## config.mk

```make
export PLATFORM = sky130hd
export DESIGN_NAME = altitude_hue_ramp_rgb565_flat
export DESIGN_NICKNAME = d
export VERILOG_FILES = /design/src/hw/rtl/ahr_pkg.sv /design/src/hw/rtl/ahr_ifs.sv /design/src/hw/rtl/ahr_front.sv /design/src/hw/rtl/ahr_queue.sv /design/src/hw/rtl/ahr_back.sv /design/src/hw/rtl/altitude_hue_ramp_rgb565.sv /design/src/flat_wrapper.sv
export SDC_FILE = /design/constraint.sdc
export NUM_CORES = 2
export LEC_CHECK = 0
export CAP_MARGIN = 15
export CORE_MARGIN = 10
export CORE_UTILIZATION = 65
export DETAILED_ROUTE_END_ITERATION = 12
export DONT_BUFFER_PORTS = 1
export PLACE_DENSITY = 0.8
export SLEW_MARGIN = 30
export SYNTH_ARGS = -nofsm -noshare
export SYNTH_HDL_FRONTEND = slang
export SYNTH_SLANG_ARGS = --single-unit
```

## constraint.sdc

```tcl
create_clock -name clk -period 45.6 [get_ports clk]
set_input_delay 9.12 -clock clk [delete_from_list [all_inputs] [get_ports clk]]
set_output_delay 9.12 -clock clk [all_outputs]
set_load 0.02 [all_outputs]
```

## src/hw/rtl/ahr_pkg.sv

```systemverilog
// ahr_pkg: widths, fixed-point constants, register indexes and the job record
// shared by the altitude hue ramp front end, queue and back end.
// No dependencies.
`default_nettype none

package ahr_pkg;

    // field widths
    localparam int ALT_W      = 17;
    localparam int HUE_W      = 9;
    localparam int PIX_W      = 16;
    localparam int CFG_IDX_W  = 3;
    localparam int CFG_DATA_W = 17;

    // altitude differences, quotient and hue span
    localparam int DIFF_W     = ALT_W + 1;
    localparam int T_W        = 17;
    localparam int SPAN_W     = HUE_W + 1;
    localparam int PROD_W     = T_W + 1 + SPAN_W;
    localparam int HSUM_W     = HUE_W + 8 + 3;
    localparam int HUE_Q8_W   = HUE_W + 8;
    localparam int RP_W       = 14;
    localparam int PP_W       = 30;
    localparam int NUM_W      = PP_W - 10;
    localparam int RQ_W       = 41;
    localparam int CH_W       = 16;
    localparam int ACC_W      = 22;

    // pipeline depths
    localparam int DIV_STEPS   = T_W;
    localparam int BACK_STAGES = DIV_STEPS + 7;
    localparam int QUEUE_DEPTH = 4;
    localparam int QPTR_W      = 2;
    localparam int QCNT_W      = 3;

    // color math, q16 channels and q8 degrees
    localparam int CHROMA_Q16  = 55706;
    localparam int OFFSET_Q16  = 32768 - CHROMA_Q16 / 2;
    localparam int GRAY_Q16    = 26214;
    localparam int SECTOR_Q8   = 15360;
    localparam int TURN_Q8     = 360 * SECTOR_Q8 / 60;
    localparam int HALF_Q16    = 32768;
    // floor(n / 15) = (n * RECIP_15) >> RECIP_SHIFT for n below 2^20
    localparam int RECIP_15    = 1118482;
    localparam int RECIP_SHIFT = 24;

    localparam int GRAY_R = (GRAY_Q16 * 31 + HALF_Q16) >> 16;
    localparam int GRAY_G = (GRAY_Q16 * 63 + HALF_Q16) >> 16;
    localparam logic [PIX_W-1:0] GRAY_PIXEL =
        PIX_W'((GRAY_R << 11) | (GRAY_G << 5) | GRAY_R);

    // register reset values
    localparam logic signed [ALT_W-1:0] LOW_ALT_RST  = ALT_W'(2000);
    localparam logic signed [ALT_W-1:0] MID_ALT_RST  = ALT_W'(10000);
    localparam logic signed [ALT_W-1:0] HIGH_ALT_RST = ALT_W'(40000);
    localparam logic [HUE_W-1:0]        LOW_HUE_RST  = HUE_W'(20);
    localparam logic [HUE_W-1:0]        MID_HUE_RST  = HUE_W'(140);
    localparam logic [HUE_W-1:0]        HIGH_HUE_RST = HUE_W'(300);

    typedef enum logic [CFG_IDX_W-1:0] {
        REG_STOP_LOW_ALT  = CFG_IDX_W'(0),
        REG_STOP_MID_ALT  = CFG_IDX_W'(1),
        REG_STOP_HIGH_ALT = CFG_IDX_W'(2),
        REG_STOP_LOW_HUE  = CFG_IDX_W'(3),
        REG_STOP_MID_HUE  = CFG_IDX_W'(4),
        REG_STOP_HIGH_HUE = CFG_IDX_W'(5)
    } ahr_reg_idx_t;

    // classified item handed from the front end to the back end
    typedef struct packed {
        logic                     gray;
        logic                     interp;
        logic [HUE_W-1:0]         base_hue;
        logic signed [SPAN_W-1:0] span;
        logic [DIFF_W-1:0]        num;
        logic [DIFF_W-1:0]        den;
    } ahr_job_t;

endpackage

`default_nettype wire

```

## src/hw/rtl/ahr_ifs.sv

```systemverilog
// ahr_ifs: valid/ready channel interfaces for the altitude input, the pixel
// output and the configuration write port.
// Depends on ahr_pkg.
`default_nettype none

interface ahr_in_if;
    logic                            valid;
    logic                            ready;
    logic                            alt_valid;
    logic signed [ahr_pkg::ALT_W-1:0] alt_feet;

    modport source (output valid, output alt_valid, output alt_feet, input ready);
    modport sink   (input valid, input alt_valid, input alt_feet, output ready);
endinterface

interface ahr_out_if;
    logic                      valid;
    logic                      ready;
    logic [ahr_pkg::PIX_W-1:0] pixel_color;

    modport source (output valid, output pixel_color, input ready);
    modport sink   (input valid, input pixel_color, output ready);
endinterface

interface ahr_cfg_if;
    logic                           valid;
    logic                           ready;
    logic [ahr_pkg::CFG_IDX_W-1:0]  index;
    logic [ahr_pkg::CFG_DATA_W-1:0] data;

    modport source (output valid, output index, output data, input ready);
    modport sink   (input valid, input index, input data, output ready);
endinterface

`default_nettype wire

```

## src/hw/rtl/ahr_front.sv

```systemverilog
// ahr_front: stop registers, altitude classification against the stops and
// the one-entry job register feeding the queue.
// Depends on ahr_pkg and ahr_ifs.
`default_nettype none

module ahr_front (
    input  logic              clk,
    input  logic              rst_n,
    ahr_cfg_if.sink           cfg,
    ahr_in_if.sink            alt_in,
    output ahr_pkg::ahr_job_t job,
    output logic              job_valid,
    input  logic              job_ready
);

    logic signed [ahr_pkg::ALT_W-1:0] low_alt_reg, low_alt_next;
    logic signed [ahr_pkg::ALT_W-1:0] mid_alt_reg, mid_alt_next;
    logic signed [ahr_pkg::ALT_W-1:0] high_alt_reg, high_alt_next;
    logic [ahr_pkg::HUE_W-1:0]        low_hue_reg, low_hue_next;
    logic [ahr_pkg::HUE_W-1:0]        mid_hue_reg, mid_hue_next;
    logic [ahr_pkg::HUE_W-1:0]        high_hue_reg, high_hue_next;

    ahr_pkg::ahr_job_t job_reg, job_next;
    logic              job_vld_reg, job_vld_next;
    logic              accept;

    assign cfg.ready = 1'b1;

    always_comb
    begin
        low_alt_next  = low_alt_reg;
        mid_alt_next  = mid_alt_reg;
        high_alt_next = high_alt_reg;
        low_hue_next  = low_hue_reg;
        mid_hue_next  = mid_hue_reg;
        high_hue_next = high_hue_reg;
        if (cfg.valid)
        begin
            unique case (cfg.index)
                ahr_pkg::REG_STOP_LOW_ALT:  low_alt_next  = cfg.data;
                ahr_pkg::REG_STOP_MID_ALT:  mid_alt_next  = cfg.data;
                ahr_pkg::REG_STOP_HIGH_ALT: high_alt_next = cfg.data;
                ahr_pkg::REG_STOP_LOW_HUE:  low_hue_next  = cfg.data[ahr_pkg::HUE_W-1:0];
                ahr_pkg::REG_STOP_MID_HUE:  mid_hue_next  = cfg.data[ahr_pkg::HUE_W-1:0];
                ahr_pkg::REG_STOP_HIGH_HUE: high_hue_next = cfg.data[ahr_pkg::HUE_W-1:0];
                default: ;
            endcase
        end
    end

    // segment pick; an interpolated segment always has hi above lo here
    always_comb
    begin
        job_next          = '0;
        job_next.base_hue = high_hue_reg;
        if (!alt_in.alt_valid)
        begin
            job_next.gray = 1'b1;
        end
        else if (alt_in.alt_feet <= low_alt_reg)
        begin
            job_next.base_hue = low_hue_reg;
        end
        else if (alt_in.alt_feet <= mid_alt_reg)
        begin
            job_next.interp   = 1'b1;
            job_next.base_hue = low_hue_reg;
            job_next.span     = {1'b0, mid_hue_reg} - {1'b0, low_hue_reg};
            job_next.num      = ahr_pkg::DIFF_W'(alt_in.alt_feet)
                              - ahr_pkg::DIFF_W'(low_alt_reg);
            job_next.den      = ahr_pkg::DIFF_W'(mid_alt_reg)
                              - ahr_pkg::DIFF_W'(low_alt_reg);
        end
        else if (alt_in.alt_feet <= high_alt_reg)
        begin
            job_next.interp   = 1'b1;
            job_next.base_hue = mid_hue_reg;
            job_next.span     = {1'b0, high_hue_reg} - {1'b0, mid_hue_reg};
            job_next.num      = ahr_pkg::DIFF_W'(alt_in.alt_feet)
                              - ahr_pkg::DIFF_W'(mid_alt_reg);
            job_next.den      = ahr_pkg::DIFF_W'(high_alt_reg)
                              - ahr_pkg::DIFF_W'(mid_alt_reg);
        end
    end

    assign alt_in.ready = !job_vld_reg || job_ready;
    assign accept       = alt_in.valid && alt_in.ready;

    always_comb
    begin
        job_vld_next = job_vld_reg;
        if (accept)
        begin
            job_vld_next = 1'b1;
        end
        else if (job_ready)
        begin
            job_vld_next = 1'b0;
        end
    end

    always_ff @(posedge clk or negedge rst_n)
    begin
        if (!rst_n)
        begin
            low_alt_reg  <= ahr_pkg::LOW_ALT_RST;
            mid_alt_reg  <= ahr_pkg::MID_ALT_RST;
            high_alt_reg <= ahr_pkg::HIGH_ALT_RST;
            low_hue_reg  <= ahr_pkg::LOW_HUE_RST;
            mid_hue_reg  <= ahr_pkg::MID_HUE_RST;
            high_hue_reg <= ahr_pkg::HIGH_HUE_RST;
            job_vld_reg  <= 1'b0;
        end
        else
        begin
            low_alt_reg  <= low_alt_next;
            mid_alt_reg  <= mid_alt_next;
            high_alt_reg <= high_alt_next;
            low_hue_reg  <= low_hue_next;
            mid_hue_reg  <= mid_hue_next;
            high_hue_reg <= high_hue_next;
            job_vld_reg  <= job_vld_next;
        end
    end

    always_ff @(posedge clk)
    begin
        if (accept)
        begin
            job_reg <= job_next;
        end
    end

    assign job       = job_reg;
    assign job_valid = job_vld_reg;

endmodule

`default_nettype wire

```

## src/hw/rtl/ahr_queue.sv

```systemverilog
// ahr_queue: short first-in first-out buffer of classified jobs between the
// front end and the back end.
// Depends on ahr_pkg.
`default_nettype none

module ahr_queue (
    input  logic              clk,
    input  logic              rst_n,
    input  ahr_pkg::ahr_job_t push_data,
    input  logic              push_valid,
    output logic              push_ready,
    output ahr_pkg::ahr_job_t pop_data,
    output logic              pop_valid,
    input  logic              pop_ready
);

    ahr_pkg::ahr_job_t               mem_reg [ahr_pkg::QUEUE_DEPTH];
    logic [ahr_pkg::QPTR_W-1:0]      wr_ptr_reg, wr_ptr_next;
    logic [ahr_pkg::QPTR_W-1:0]      rd_ptr_reg, rd_ptr_next;
    logic [ahr_pkg::QCNT_W-1:0]      cnt_reg, cnt_next;
    logic                            push;
    logic                            pop;

    assign push_ready = cnt_reg != ahr_pkg::QCNT_W'(ahr_pkg::QUEUE_DEPTH);
    assign pop_valid  = cnt_reg != '0;
    assign pop_data   = mem_reg[rd_ptr_reg];
    assign push       = push_valid && push_ready;
    assign pop        = pop_valid && pop_ready;

    always_comb
    begin
        wr_ptr_next = wr_ptr_reg;
        rd_ptr_next = rd_ptr_reg;
        cnt_next    = cnt_reg;
        if (push)
        begin
            wr_ptr_next = (wr_ptr_reg == ahr_pkg::QPTR_W'(ahr_pkg::QUEUE_DEPTH - 1))
                        ? '0 : wr_ptr_reg + 1'b1;
        end
        if (pop)
        begin
            rd_ptr_next = (rd_ptr_reg == ahr_pkg::QPTR_W'(ahr_pkg::QUEUE_DEPTH - 1))
                        ? '0 : rd_ptr_reg + 1'b1;
        end
        if (push && !pop)
        begin
            cnt_next = cnt_reg + 1'b1;
        end
        else if (pop && !push)
        begin
            cnt_next = cnt_reg - 1'b1;
        end
    end

    always_ff @(posedge clk or negedge rst_n)
    begin
        if (!rst_n)
        begin
            wr_ptr_reg <= '0;
            rd_ptr_reg <= '0;
            cnt_reg    <= '0;
        end
        else
        begin
            wr_ptr_reg <= wr_ptr_next;
            rd_ptr_reg <= rd_ptr_next;
            cnt_reg    <= cnt_next;
        end
    end

    always_ff @(posedge clk)
    begin
        if (push)
        begin
            mem_reg[wr_ptr_reg] <= push_data;
        end
    end

endmodule

`default_nettype wire

```

## src/hw/rtl/ahr_back.sv

```systemverilog
// ahr_back: pipelined restoring divider for the ramp fraction, hue
// interpolation, hsl to rgb565 conversion and the output register.
// Depends on ahr_pkg and ahr_ifs.
`default_nettype none

module ahr_back (
    input  logic              clk,
    input  logic              rst_n,
    input  ahr_pkg::ahr_job_t job,
    input  logic              job_valid,
    output logic              job_ready,
    ahr_out_if.source         pix_out
);

    typedef struct packed {
        logic                              gray;
        logic                              interp;
        logic [ahr_pkg::HUE_W-1:0]         base_hue;
        logic signed [ahr_pkg::SPAN_W-1:0] span;
        logic [ahr_pkg::DIFF_W-1:0]        den;
        logic [ahr_pkg::DIFF_W-1:0]        rem;
        logic [ahr_pkg::T_W-1:0]           quo;
    } div_stage_t;

    localparam int LAST = ahr_pkg::BACK_STAGES - 1;

    function automatic logic [4:0] chan5(input logic [ahr_pkg::CH_W-1:0] v);
        logic [ahr_pkg::ACC_W-1:0] acc;
        acc = ahr_pkg::ACC_W'(v) * ahr_pkg::ACC_W'(31) + ahr_pkg::ACC_W'(ahr_pkg::HALF_Q16);
        return acc[20:16];
    endfunction

    function automatic logic [5:0] chan6(input logic [ahr_pkg::CH_W-1:0] v);
        logic [ahr_pkg::ACC_W-1:0] acc;
        acc = ahr_pkg::ACC_W'(v) * ahr_pkg::ACC_W'(63) + ahr_pkg::ACC_W'(ahr_pkg::HALF_Q16);
        return acc[21:16];
    endfunction

    logic [ahr_pkg::BACK_STAGES-1:0] vld_reg;
    logic                            adv;

    div_stage_t div_reg  [ahr_pkg::DIV_STEPS];
    div_stage_t div_next [ahr_pkg::DIV_STEPS];

    logic                              a_gray_reg, a_interp_reg;
    logic [ahr_pkg::HUE_W-1:0]         a_base_reg;
    logic signed [ahr_pkg::PROD_W-1:0] a_prod_reg, a_prod_next;

    logic                              b_gray_reg;
    logic [ahr_pkg::HUE_Q8_W-1:0]      b_hue_reg, b_hue_next;

    logic                              c_gray_reg;
    logic [ahr_pkg::HUE_Q8_W-1:0]      c_hue_reg, c_hue_next;

    logic                              d_gray_reg;
    logic [2:0]                        d_sector_reg, d_sector_next;
    logic [ahr_pkg::RP_W-1:0]          d_rp_reg, d_rp_next;

    logic                              e_gray_reg;
    logic [2:0]                        e_sector_reg;
    logic [ahr_pkg::PP_W-1:0]          e_p_reg, e_p_next;

    logic                              f_gray_reg;
    logic [2:0]                        f_sector_reg;
    logic [ahr_pkg::RQ_W-1:0]          f_prod_reg, f_prod_next;

    logic [ahr_pkg::PIX_W-1:0]         g_pix_reg, g_pix_next;

    assign adv       = !vld_reg[LAST] || pix_out.ready;
    assign job_ready = adv;

    // one quotient bit per stage, most significant first
    always_comb
    begin
        div_stage_t                 prev;
        logic [ahr_pkg::DIFF_W:0]   trial;
        logic                       ge;
        for (int k = 0; k < ahr_pkg::DIV_STEPS; k++)
        begin
            if (k == 0)
            begin
                prev.gray     = job.gray;
                prev.interp   = job.interp;
                prev.base_hue = job.base_hue;
                prev.span     = job.span;
                prev.den      = job.den;
                prev.rem      = job.num;
                prev.quo      = '0;
                trial         = {1'b0, prev.rem};
            end
            else
            begin
                prev  = div_reg[k-1];
                trial = {prev.rem, 1'b0};
            end
            ge              = trial >= {1'b0, prev.den};
            div_next[k]     = prev;
            div_next[k].rem = ge ? ahr_pkg::DIFF_W'(trial - {1'b0, prev.den})
                                 : ahr_pkg::DIFF_W'(trial);
            div_next[k].quo = {prev.quo[ahr_pkg::T_W-2:0], ge};
        end
    end

    assign a_prod_next = $signed({1'b0, div_reg[ahr_pkg::DIV_STEPS-1].quo})
                       * $signed(div_reg[ahr_pkg::DIV_STEPS-1].span);

    // delta truncated toward zero, then added to the base hue in q8
    always_comb
    begin
        logic signed [ahr_pkg::PROD_W-1:0] rnd;
        logic signed [ahr_pkg::HSUM_W-1:0] delta;
        logic signed [ahr_pkg::HSUM_W-1:0] base_q8;
        logic signed [ahr_pkg::HSUM_W-1:0] sum;
        rnd     = a_prod_reg + (a_prod_reg[ahr_pkg::PROD_W-1] ? ahr_pkg::PROD_W'(255)
                                                              : ahr_pkg::PROD_W'(0));
        delta   = a_interp_reg ? ahr_pkg::HSUM_W'(rnd >>> 8) : '0;
        base_q8 = ahr_pkg::HSUM_W'({a_base_reg, 8'h00});
        sum     = base_q8 + delta;
        b_hue_next = sum[ahr_pkg::HUE_Q8_W-1:0];
    end

    // hue stays below two full turns, so one subtract wraps it
    assign c_hue_next = (b_hue_reg >= ahr_pkg::HUE_Q8_W'(ahr_pkg::TURN_Q8))
                      ? b_hue_reg - ahr_pkg::HUE_Q8_W'(ahr_pkg::TURN_Q8)
                      : b_hue_reg;

    always_comb
    begin
        logic [2:0]                   sec;
        logic [ahr_pkg::HUE_Q8_W-1:0] sec_base;
        logic [ahr_pkg::RP_W-1:0]     rem;
        sec      = '0;
        sec_base = '0;
        for (int k = 1; k < 6; k++)
        begin
            if (c_hue_reg >= ahr_pkg::HUE_Q8_W'(k * ahr_pkg::SECTOR_Q8))
            begin
                sec      = 3'(k);
                sec_base = ahr_pkg::HUE_Q8_W'(k * ahr_pkg::SECTOR_Q8);
            end
        end
        rem           = ahr_pkg::RP_W'(c_hue_reg - sec_base);
        d_sector_next = sec;
        d_rp_next     = sec[0] ? ahr_pkg::RP_W'(ahr_pkg::SECTOR_Q8) - rem : rem;
    end

    assign e_p_next = ahr_pkg::PP_W'(ahr_pkg::CHROMA_Q16) * ahr_pkg::PP_W'(d_rp_reg);

    // divide by 15360: drop ten bits, then divide by 15 through a reciprocal
    assign f_prod_next = ahr_pkg::RQ_W'(e_p_reg[ahr_pkg::PP_W-1:10])
                       * ahr_pkg::RQ_W'(ahr_pkg::RECIP_15);

    always_comb
    begin
        logic [ahr_pkg::CH_W-1:0] x;
        logic [ahr_pkg::CH_W-1:0] c;
        logic [ahr_pkg::CH_W-1:0] r;
        logic [ahr_pkg::CH_W-1:0] g;
        logic [ahr_pkg::CH_W-1:0] b;
        x = f_prod_reg[ahr_pkg::RECIP_SHIFT +: ahr_pkg::CH_W];
        c = ahr_pkg::CH_W'(ahr_pkg::CHROMA_Q16);
        case (f_sector_reg)
            3'd0:    begin r = c;  g = x;  b = '0; end
            3'd1:    begin r = x;  g = c;  b = '0; end
            3'd2:    begin r = '0; g = c;  b = x;  end
            3'd3:    begin r = '0; g = x;  b = c;  end
            3'd4:    begin r = x;  g = '0; b = c;  end
            default: begin r = c;  g = '0; b = x;  end
        endcase
        r = r + ahr_pkg::CH_W'(ahr_pkg::OFFSET_Q16);
        g = g + ahr_pkg::CH_W'(ahr_pkg::OFFSET_Q16);
        b = b + ahr_pkg::CH_W'(ahr_pkg::OFFSET_Q16);
        g_pix_next = f_gray_reg ? ahr_pkg::GRAY_PIXEL : {chan5(r), chan6(g), chan5(b)};
    end

    always_ff @(posedge clk or negedge rst_n)
    begin
        if (!rst_n)
        begin
            vld_reg <= '0;
        end
        else if (adv)
        begin
            vld_reg <= {vld_reg[ahr_pkg::BACK_STAGES-2:0], job_valid};
        end
    end

    always_ff @(posedge clk)
    begin
        if (adv)
        begin
            for (int k = 0; k < ahr_pkg::DIV_STEPS; k++)
            begin
                div_reg[k] <= div_next[k];
            end
            a_gray_reg   <= div_reg[ahr_pkg::DIV_STEPS-1].gray;
            a_interp_reg <= div_reg[ahr_pkg::DIV_STEPS-1].interp;
            a_base_reg   <= div_reg[ahr_pkg::DIV_STEPS-1].base_hue;
            a_prod_reg   <= a_prod_next;
            b_gray_reg   <= a_gray_reg;
            b_hue_reg    <= b_hue_next;
            c_gray_reg   <= b_gray_reg;
            c_hue_reg    <= c_hue_next;
            d_gray_reg   <= c_gray_reg;
            d_sector_reg <= d_sector_next;
            d_rp_reg     <= d_rp_next;
            e_gray_reg   <= d_gray_reg;
            e_sector_reg <= d_sector_reg;
            e_p_reg      <= e_p_next;
            f_gray_reg   <= e_gray_reg;
            f_sector_reg <= e_sector_reg;
            f_prod_reg   <= f_prod_next;
            g_pix_reg    <= g_pix_next;
        end
    end

    assign pix_out.valid       = vld_reg[LAST];
    assign pix_out.pixel_color = g_pix_reg;

endmodule

`default_nettype wire

```

## src/hw/rtl/altitude_hue_ramp_rgb565.sv

```systemverilog
// Altitude hue ramp, rgb565 output.
// alt_in: valid/ready channel carrying alt_valid and a 17-bit signed altitude
//   in feet; each item gives exactly one pixel_color item on pix_out, in order.
// cfg: valid/ready write port, index 0..5 selects the low/mid/high stop
//   altitudes then the low/mid/high stop hues; other indexes are ignored.
//   cfg.ready is always high. Write only while no item is in flight.
// Throughput: one item per cycle while the receiver takes every item, with
//   the 17-stage fraction divider and 7 color stages all advancing together.
// Reset: stops return to 2000/10000/40000 ft and 20/140/300 degrees, all
//   item stages and the queue empty.
// Stall: a held pix_out.ready freezes the back pipeline; the 4-entry queue
//   and the front job register keep taking items until they fill, then
//   alt_in.ready drops. One bubble follows the release of a full queue.
// Depends on ahr_pkg, ahr_ifs, ahr_front, ahr_queue and ahr_back.
`default_nettype none

module altitude_hue_ramp_rgb565 (
    input  logic       clk,
    input  logic       rst_n,
    ahr_cfg_if.sink    cfg,
    ahr_in_if.sink     alt_in,
    ahr_out_if.source  pix_out
);

    ahr_pkg::ahr_job_t front_job;
    logic              front_valid;
    logic              front_ready;
    ahr_pkg::ahr_job_t queue_job;
    logic              queue_valid;
    logic              queue_ready;

    ahr_front u_front (
        .clk       (clk),
        .rst_n     (rst_n),
        .cfg       (cfg),
        .alt_in    (alt_in),
        .job       (front_job),
        .job_valid (front_valid),
        .job_ready (front_ready)
    );

    ahr_queue u_queue (
        .clk        (clk),
        .rst_n      (rst_n),
        .push_data  (front_job),
        .push_valid (front_valid),
        .push_ready (front_ready),
        .pop_data   (queue_job),
        .pop_valid  (queue_valid),
        .pop_ready  (queue_ready)
    );

    ahr_back u_back (
        .clk       (clk),
        .rst_n     (rst_n),
        .job       (queue_job),
        .job_valid (queue_valid),
        .job_ready (queue_ready),
        .pix_out   (pix_out)
    );

endmodule

`default_nettype wire

```

## src/flat_wrapper.sv

```systemverilog
// flat-port wrapper written by rule: the top's interface ports become plain ports
module altitude_hue_ramp_rgb565_flat 
  (clk, rst_n, cfg_valid, cfg_index, cfg_data, cfg_ready, alt_in_valid, alt_in_alt_valid, alt_in_alt_feet, alt_in_ready, pix_out_valid, pix_out_pixel_color, pix_out_ready);
  ahr_cfg_if cfg_i ();
  ahr_in_if alt_in_i ();
  ahr_out_if pix_out_i ();
  input  logic clk;
  input  logic rst_n;
  input wire logic [$bits(cfg_i.valid)-1:0] cfg_valid;
  input wire logic [$bits(cfg_i.index)-1:0] cfg_index;
  input wire logic [$bits(cfg_i.data)-1:0] cfg_data;
  output wire logic [$bits(cfg_i.ready)-1:0] cfg_ready;
  input wire logic [$bits(alt_in_i.valid)-1:0] alt_in_valid;
  input wire logic [$bits(alt_in_i.alt_valid)-1:0] alt_in_alt_valid;
  input wire logic [$bits(alt_in_i.alt_feet)-1:0] alt_in_alt_feet;
  output wire logic [$bits(alt_in_i.ready)-1:0] alt_in_ready;
  output wire logic [$bits(pix_out_i.valid)-1:0] pix_out_valid;
  output wire logic [$bits(pix_out_i.pixel_color)-1:0] pix_out_pixel_color;
  input wire logic [$bits(pix_out_i.ready)-1:0] pix_out_ready;
  assign cfg_i.valid = cfg_valid;
  assign cfg_i.index = cfg_index;
  assign cfg_i.data = cfg_data;
  assign cfg_ready = cfg_i.ready;
  assign alt_in_i.valid = alt_in_valid;
  assign alt_in_i.alt_valid = alt_in_alt_valid;
  assign alt_in_i.alt_feet = alt_in_alt_feet;
  assign alt_in_ready = alt_in_i.ready;
  assign pix_out_valid = pix_out_i.valid;
  assign pix_out_pixel_color = pix_out_i.pixel_color;
  assign pix_out_i.ready = pix_out_ready;
  altitude_hue_ramp_rgb565 u_core (.clk(clk), .rst_n(rst_n), .cfg(cfg_i), .alt_in(alt_in_i), .pix_out(pix_out_i));
endmodule
```

* Yosys cells after proc, flatten, opt, wreduce, memory -nomap -nowiden
Memory sizes are Yosys's and may differ from the RTL's.
Cells that the tools add are included.
** Operators by class
- Add/subtract/negate cells :: 38
- $mul :: 6
- Order comparisons :: 26
- Equality and inequality tests :: 12
- Mux-type cells :: 50
- Bitwise gates (word level) :: 1
- Reduce and logical (&&, ||, !) cells :: 30
** Operator list (count)
- 18-bit 2-to-1 mux :: 17
- 18-bit subtractor :: 17
- 19-bit by 18-bit greater-or-equal comparator with 1-bit output :: 16
- 56-bit 2-to-1 mux :: 2
- 16-bit case mux with 2 select lines :: 3
- 14-bit 2-to-1 mux :: 6
- 17-bit by 17-bit subtractor with 18-bit output :: 4
- 55-bit 2-to-1 mux :: 1
- 17-bit less-or-equal comparator :: 3
- 16-bit by 13-bit adder with 16-bit output, second input constant :: 3
- 46-bit 2-to-1 mux :: 1
- 21-bit by 16-bit adder with 21-bit output, second input constant :: 2
- 16-bit by 5-bit multiplier with 21-bit output, second input constant :: 2
- 20-bit by 20-bit multiplier with 39-bit output, second input constant :: 1
- 17-bit by 16-bit greater-or-equal comparator with 1-bit output, second input constant :: 2
- 17-bit greater-or-equal comparator, second input constant :: 2
- 17-bit 2-to-1 mux :: 2
- 15-bit by 14-bit multiplier with 29-bit output, first input constant :: 1
- 18-bit by 10-bit multiplier with 28-bit output :: 1
- 25-bit by 9-bit adder with 25-bit output :: 1
- 22-bit by 16-bit adder with 22-bit output, second input constant :: 1
- 16-bit by 6-bit multiplier with 22-bit output, second input constant :: 1
- 9-bit by 9-bit subtractor with 10-bit output :: 2
- 18-bit greater-or-equal comparator :: 1
- 28 further kinds :: 71
** Word-level totals
- Register bits after elaboration :: 352
- Bits in writable memories :: 1486
- Bits of input ports :: 43
- Output and inout bits :: 19
- Logic and storage cells :: 201
- Memories kept :: 2
** Memories
- u_core.u_back.div_reg :: depth 17, width 74, read ports 17, clocked after Yosys merged registers in 0, wr ports 17, RTL line ahr_back.sv:42 : div_stage_t div_reg [ahr_pkg::DIV_STEPS];
- u_core.u_queue.mem_reg :: depth 4, width 57, read ports 1, clocked after Yosys merged registers in 0, wr ports 1, RTL line ahr_queue.sv:17 : ahr_pkg::ahr_job_t mem_reg [ahr_pkg::QUEUE_DEPTH];

* Longest topological paths before layout
- Word-level depth :: 9
- Depth in mapped cells :: 32

* Modules after synthesis
A second synthesis with hierarchy kept.
** Second synthesis, totals
- Cell total of the unflattened synthesis :: 7458
- Area, all modules :: 94304.2 sq um
** By module, submodules not included
- ahr_back :: instances 1, cells each 6082, area each 75992.9 sq um, seq. area each 37746.2 sq um
- ahr_front :: instances 1, cells each 1042, area each 9653.0 sq um, seq. area each 3719.8 sq um
- ahr_queue :: instances 1, cells each 334, area each 8658.3 sq um, seq. area each 7021.7 sq um

* Least setup slack after synthesis
Ideal clock, no wire load.
- Kind :: input to register
- From :: input port pix_out_ready
- To :: register u_core.u_back.vld_reg[16] (netlist bit)
- Setup time :: 199 ps
- Data arrival time :: 47176 ps
- Data required time :: 45401 ps
- Path slack :: -1775 ps
- Stages on the path :: 4
- Path buffers :: 2
- Path through :: nand2b_1 -> clkbuf_1 -> clkbuf_1 -> mux2_2
** Between the ends
- Longest elaborated chain between the ends :: 1
** RTL lines
- start: declaration :: RTL line flat_wrapper.sv:19 : input wire logic [$bits(pix_out_i.ready)-1:0] pix_out_ready;
- 1-bit logical OR :: RTL line ahr_back.sv:69 : assign adv = !vld_reg[LAST] || pix_out.ready;
- end signal: assignment :: RTL line ahr_back.sv:184 : vld_reg <= {vld_reg[ahr_pkg::BACK_STAGES-2:0], job_valid};
- end: declaration :: RTL line ahr_back.sv:39 : logic [ahr_pkg::BACK_STAGES-1:0] vld_reg;
Every way passes these cells.
A chain may end at the register's enable or synchronous reset.

==> metrics.yaml <==
outcome:
  outcome: "finished clean"
die:
  coreArea_um2: 144000
  num_rows: 139
  die_h_um: 402
  start_util: 0.656
  dieWidth_um: 402
  die_area_um2: 161000
  pin_count: 62
clock_network:
  insertion_delay_ns: 0.81
  ctsResizeCount: 0
  cts_hold_buffers: 0
  clkSlewWorstSetupHoldPaths_ns: 0.06
  postCtsSetupBuffers: 0
  cts.sinks: 1632
  cts_buffer_depth: 3
  cts_root_buf: "clkbuf_16"
  h-tree-depth: 4
  cts_buffers: 164
  cts_tree: "yes"
sta:
  worst_slew_pin_slew_ns: 0.966
  relSlewSlack: 0.356
  setup_viol: 0
  fmax_ghz: 0.0687
  final_hold_viol_count: 0
  slew_viol_final: 0
  period_minus_slack_ns: 14.56
  tns_ns: 0
  period_share: 0.319
  fin_worst_skew_ns: 0.0438
  rsz0062_at_grt: "no"
  worst_hold_slack_ns: 0.399
placement:
  dp_hpwl_um: 135000
  portBuffers: 0
  place_congestion: 0.925
drt:
  antenna_left: 0
  drc: 0
  wl_um: 184000
  vias: 56800
  first_pass_iters: 6
  drtIter0Drc: 3905
  post_drt_via_cell_ratio: 5.87
  wl_per_cell_um: 19.0
logic_synthesis:
  synth_compound_area_frac: 0.0938
  synthSimpleGateAreaFrac: 0.0746
  synthXorXnorAreaFrac: 0.0388
  synthCells: 7563
  yosys.area_share.adder: 0.195
  synth_ff_type: "edfxtp_1"
  synth_fp_nets: 8865
  syn_area_per_cell_um2: 12.5
  synth_top_family_by_area: "adder cells"
  ys_warn_count: 0
  synthMuxAreaShare: 0.0391
  synth_cell_type_count: 97
  ys_ff_latch: 1632
  synth_edf_count: 1522
  syn-cell-area_um2: 94600
  synthArstFlopShare: 0.0674
  synth-seq-area-share: 0.513
setup_path:
  end_kind: "flop"
  crit_type: "input pin to flop"
  start_kind: "input pin"
  worstPathRequired_ns: 46.01
  crit_fanout: 87
  cp.arrival_ns: 14.97
  rrSetupSlack_ns: 37.22
finish:
  multi_input_area_um2: 41800
  drive_gt1_frac: 0.0823
  area_delta_synth_final_pct: 8.01
  largest_reg_flops: 1086
  finalNetCount: 8931
  antenna_cells: 0
  fillCellCount: 9533
  regArea_um2: 48500
global_route:
  grt_overflow_total: 0
  grt_usage: 0.227
  first_global_vias: 58000
  grt_pass1_wl_um: 300000
  grt_max_degree: 111
  antenna_found_initial: 1
worst_hold_path:
  hp-class: "flop to flop"
flow_run:
  maxCapViolCount: 0
## cell type report
cell class                 instances  share of cell area
tap                             1903              0.0233
timing repair buffer              41             0.00327
multi-input combinational       4782               0.409
clock inverter                   104              0.0105
inverter                        1008              0.0370
sequential                      1632               0.475
clock buffer                     199              0.0420
## worst paths after layout
check / cells past startpoint / end / from
min in group asynchronous: 0 / u_core.u_front.high_hue_reg[1] / rst_n
hold / removal: 0 / u_core.u_back.div_reg[0][1101] / u_core.u_back.div_reg[0][1027]
hold reg to reg: 0 / u_core.u_back.div_reg[0][1101] / u_core.u_back.div_reg[0][1027]
setup / recovery: 8 / u_core.u_back.div_reg[0][1146] / pix_out_ready
max in group asynchronous: 0 / u_core.u_front.mid_alt_reg[13] / rst_n
setup reg to reg: 24 / u_core.u_back.pix_out.pixel_color[10] / u_core.u_back.f_sector_reg[1]
## cell usage after synthesis (17+ instances only)
cell type	n	area, µm²
fa_1	355	7110
and3_1	31	194
o22ai_1	19	119
o31ai_1	32	240
ha_1	904	11300
nand3_1	80	400
nor4_1	21	131
mux2i_1	19	190
xor2_1	134	1170
edfxtp_1	1522	45700
dfstp_2	25	657
xnor2_1	285	2500
inv_1	1007	3780
o21bai_1	30	225
nor3_1	92	460
o21ai_0	323	1620
a211o_1	20	175
or3_1	33	206
a211oi_1	42	315
buf_2	17	85.1
o41ai_1	17	149
o211ai_1	20	150
o21a_1	82	616
mux2_2	199	2240
a22oi_1	26	195
a31oi_1	26	163
a21o_1	132	991
or2_2	20	125
nand4_1	59	369
nand2b_1	103	644
nor2_1	373	1400
a21oi_1	392	1960
buf_1	20	75.1
o31a_1	25	219
nor2b_1	89	557
mux4_2	55	1240
dfrtp_1	85	2130
clkbuf_1	95	357
a21boi_0	22	165
and2_1	107	669
nand2_1	387	1450
## layout by cell type, fill, tap and decap left out, types with 26 or more instances in the layout
cell / n
clkinv_1: 36
a22oi_1: 26
o31ai_1: 32
and2_1: 102
nand3_1: 80
a211oi_1: 42
a21oi_1: 390
xor2_1: 134
nor2b_1: 89
nand4_1: 59
and3_1: 31
clkbuf_16: 166
o21ai_0: 322
nand2b_1: 102
clkbuf_1: 30
a21o_1: 132
nand2_1: 386
inv_1: 1007
mux2_2: 199
fa_1: 355
nor2_1: 373
nor3_1: 92
o21bai_1: 30
or3_1: 33
edfxtp_1: 1522
buf_4: 34
o21a_1: 82
ha_1: 904
dfrtp_1: 83
mux4_2: 55
xnor2_1: 285
## routing by layer
| layer | up-vias | wire, µm | GRT usage |
|---|---|---|---|
| li1 | 27200 | - | - |
| met1 | 27800 | 75300 | 0.288 |
| met2 | 1482 | 94000 | 0.400 |
| met3 | 383 | 9210 | 0.0351 |
| met4 | 0 | 5620 | 0.0751 |
| met5 | - | 0 | 0 |
## through the flow
step           instance area, µm²  instances  setup WS [ns]   util
2_1_floorplan               94600       7563          18.58      -
3_3_place_gp                96800       9366          29.91  0.671
3_5_place_dp                96800       9366          29.67  0.671
4_1_cts                    102000       9669          30.57  0.709
5_1_grt                    102000       9669          30.54  0.709
6_report                   102000       9669          31.04  0.709
## cell families after synthesis
logic type      after synthesis
compound gates             1378
buf+inv                    1149
simple gates               1449
mux                         276
fa+ha+maj                  1259
other cells                   1
xor+xnor                    419
flops                      1632
## worst max-delay path, stage by stage
cell and delay, ns:
nand2b_4 0.56, buf_4 0.65, buf_4 0.66, buf_4 0.78, buf_4 0.79, buf_6 0.61
buf_6 0.65, buf_4 0.85
Power is left out: the tool's default activity adds up to more than one toggle a clock period on the data nets, which glitch-free logic cannot reach.
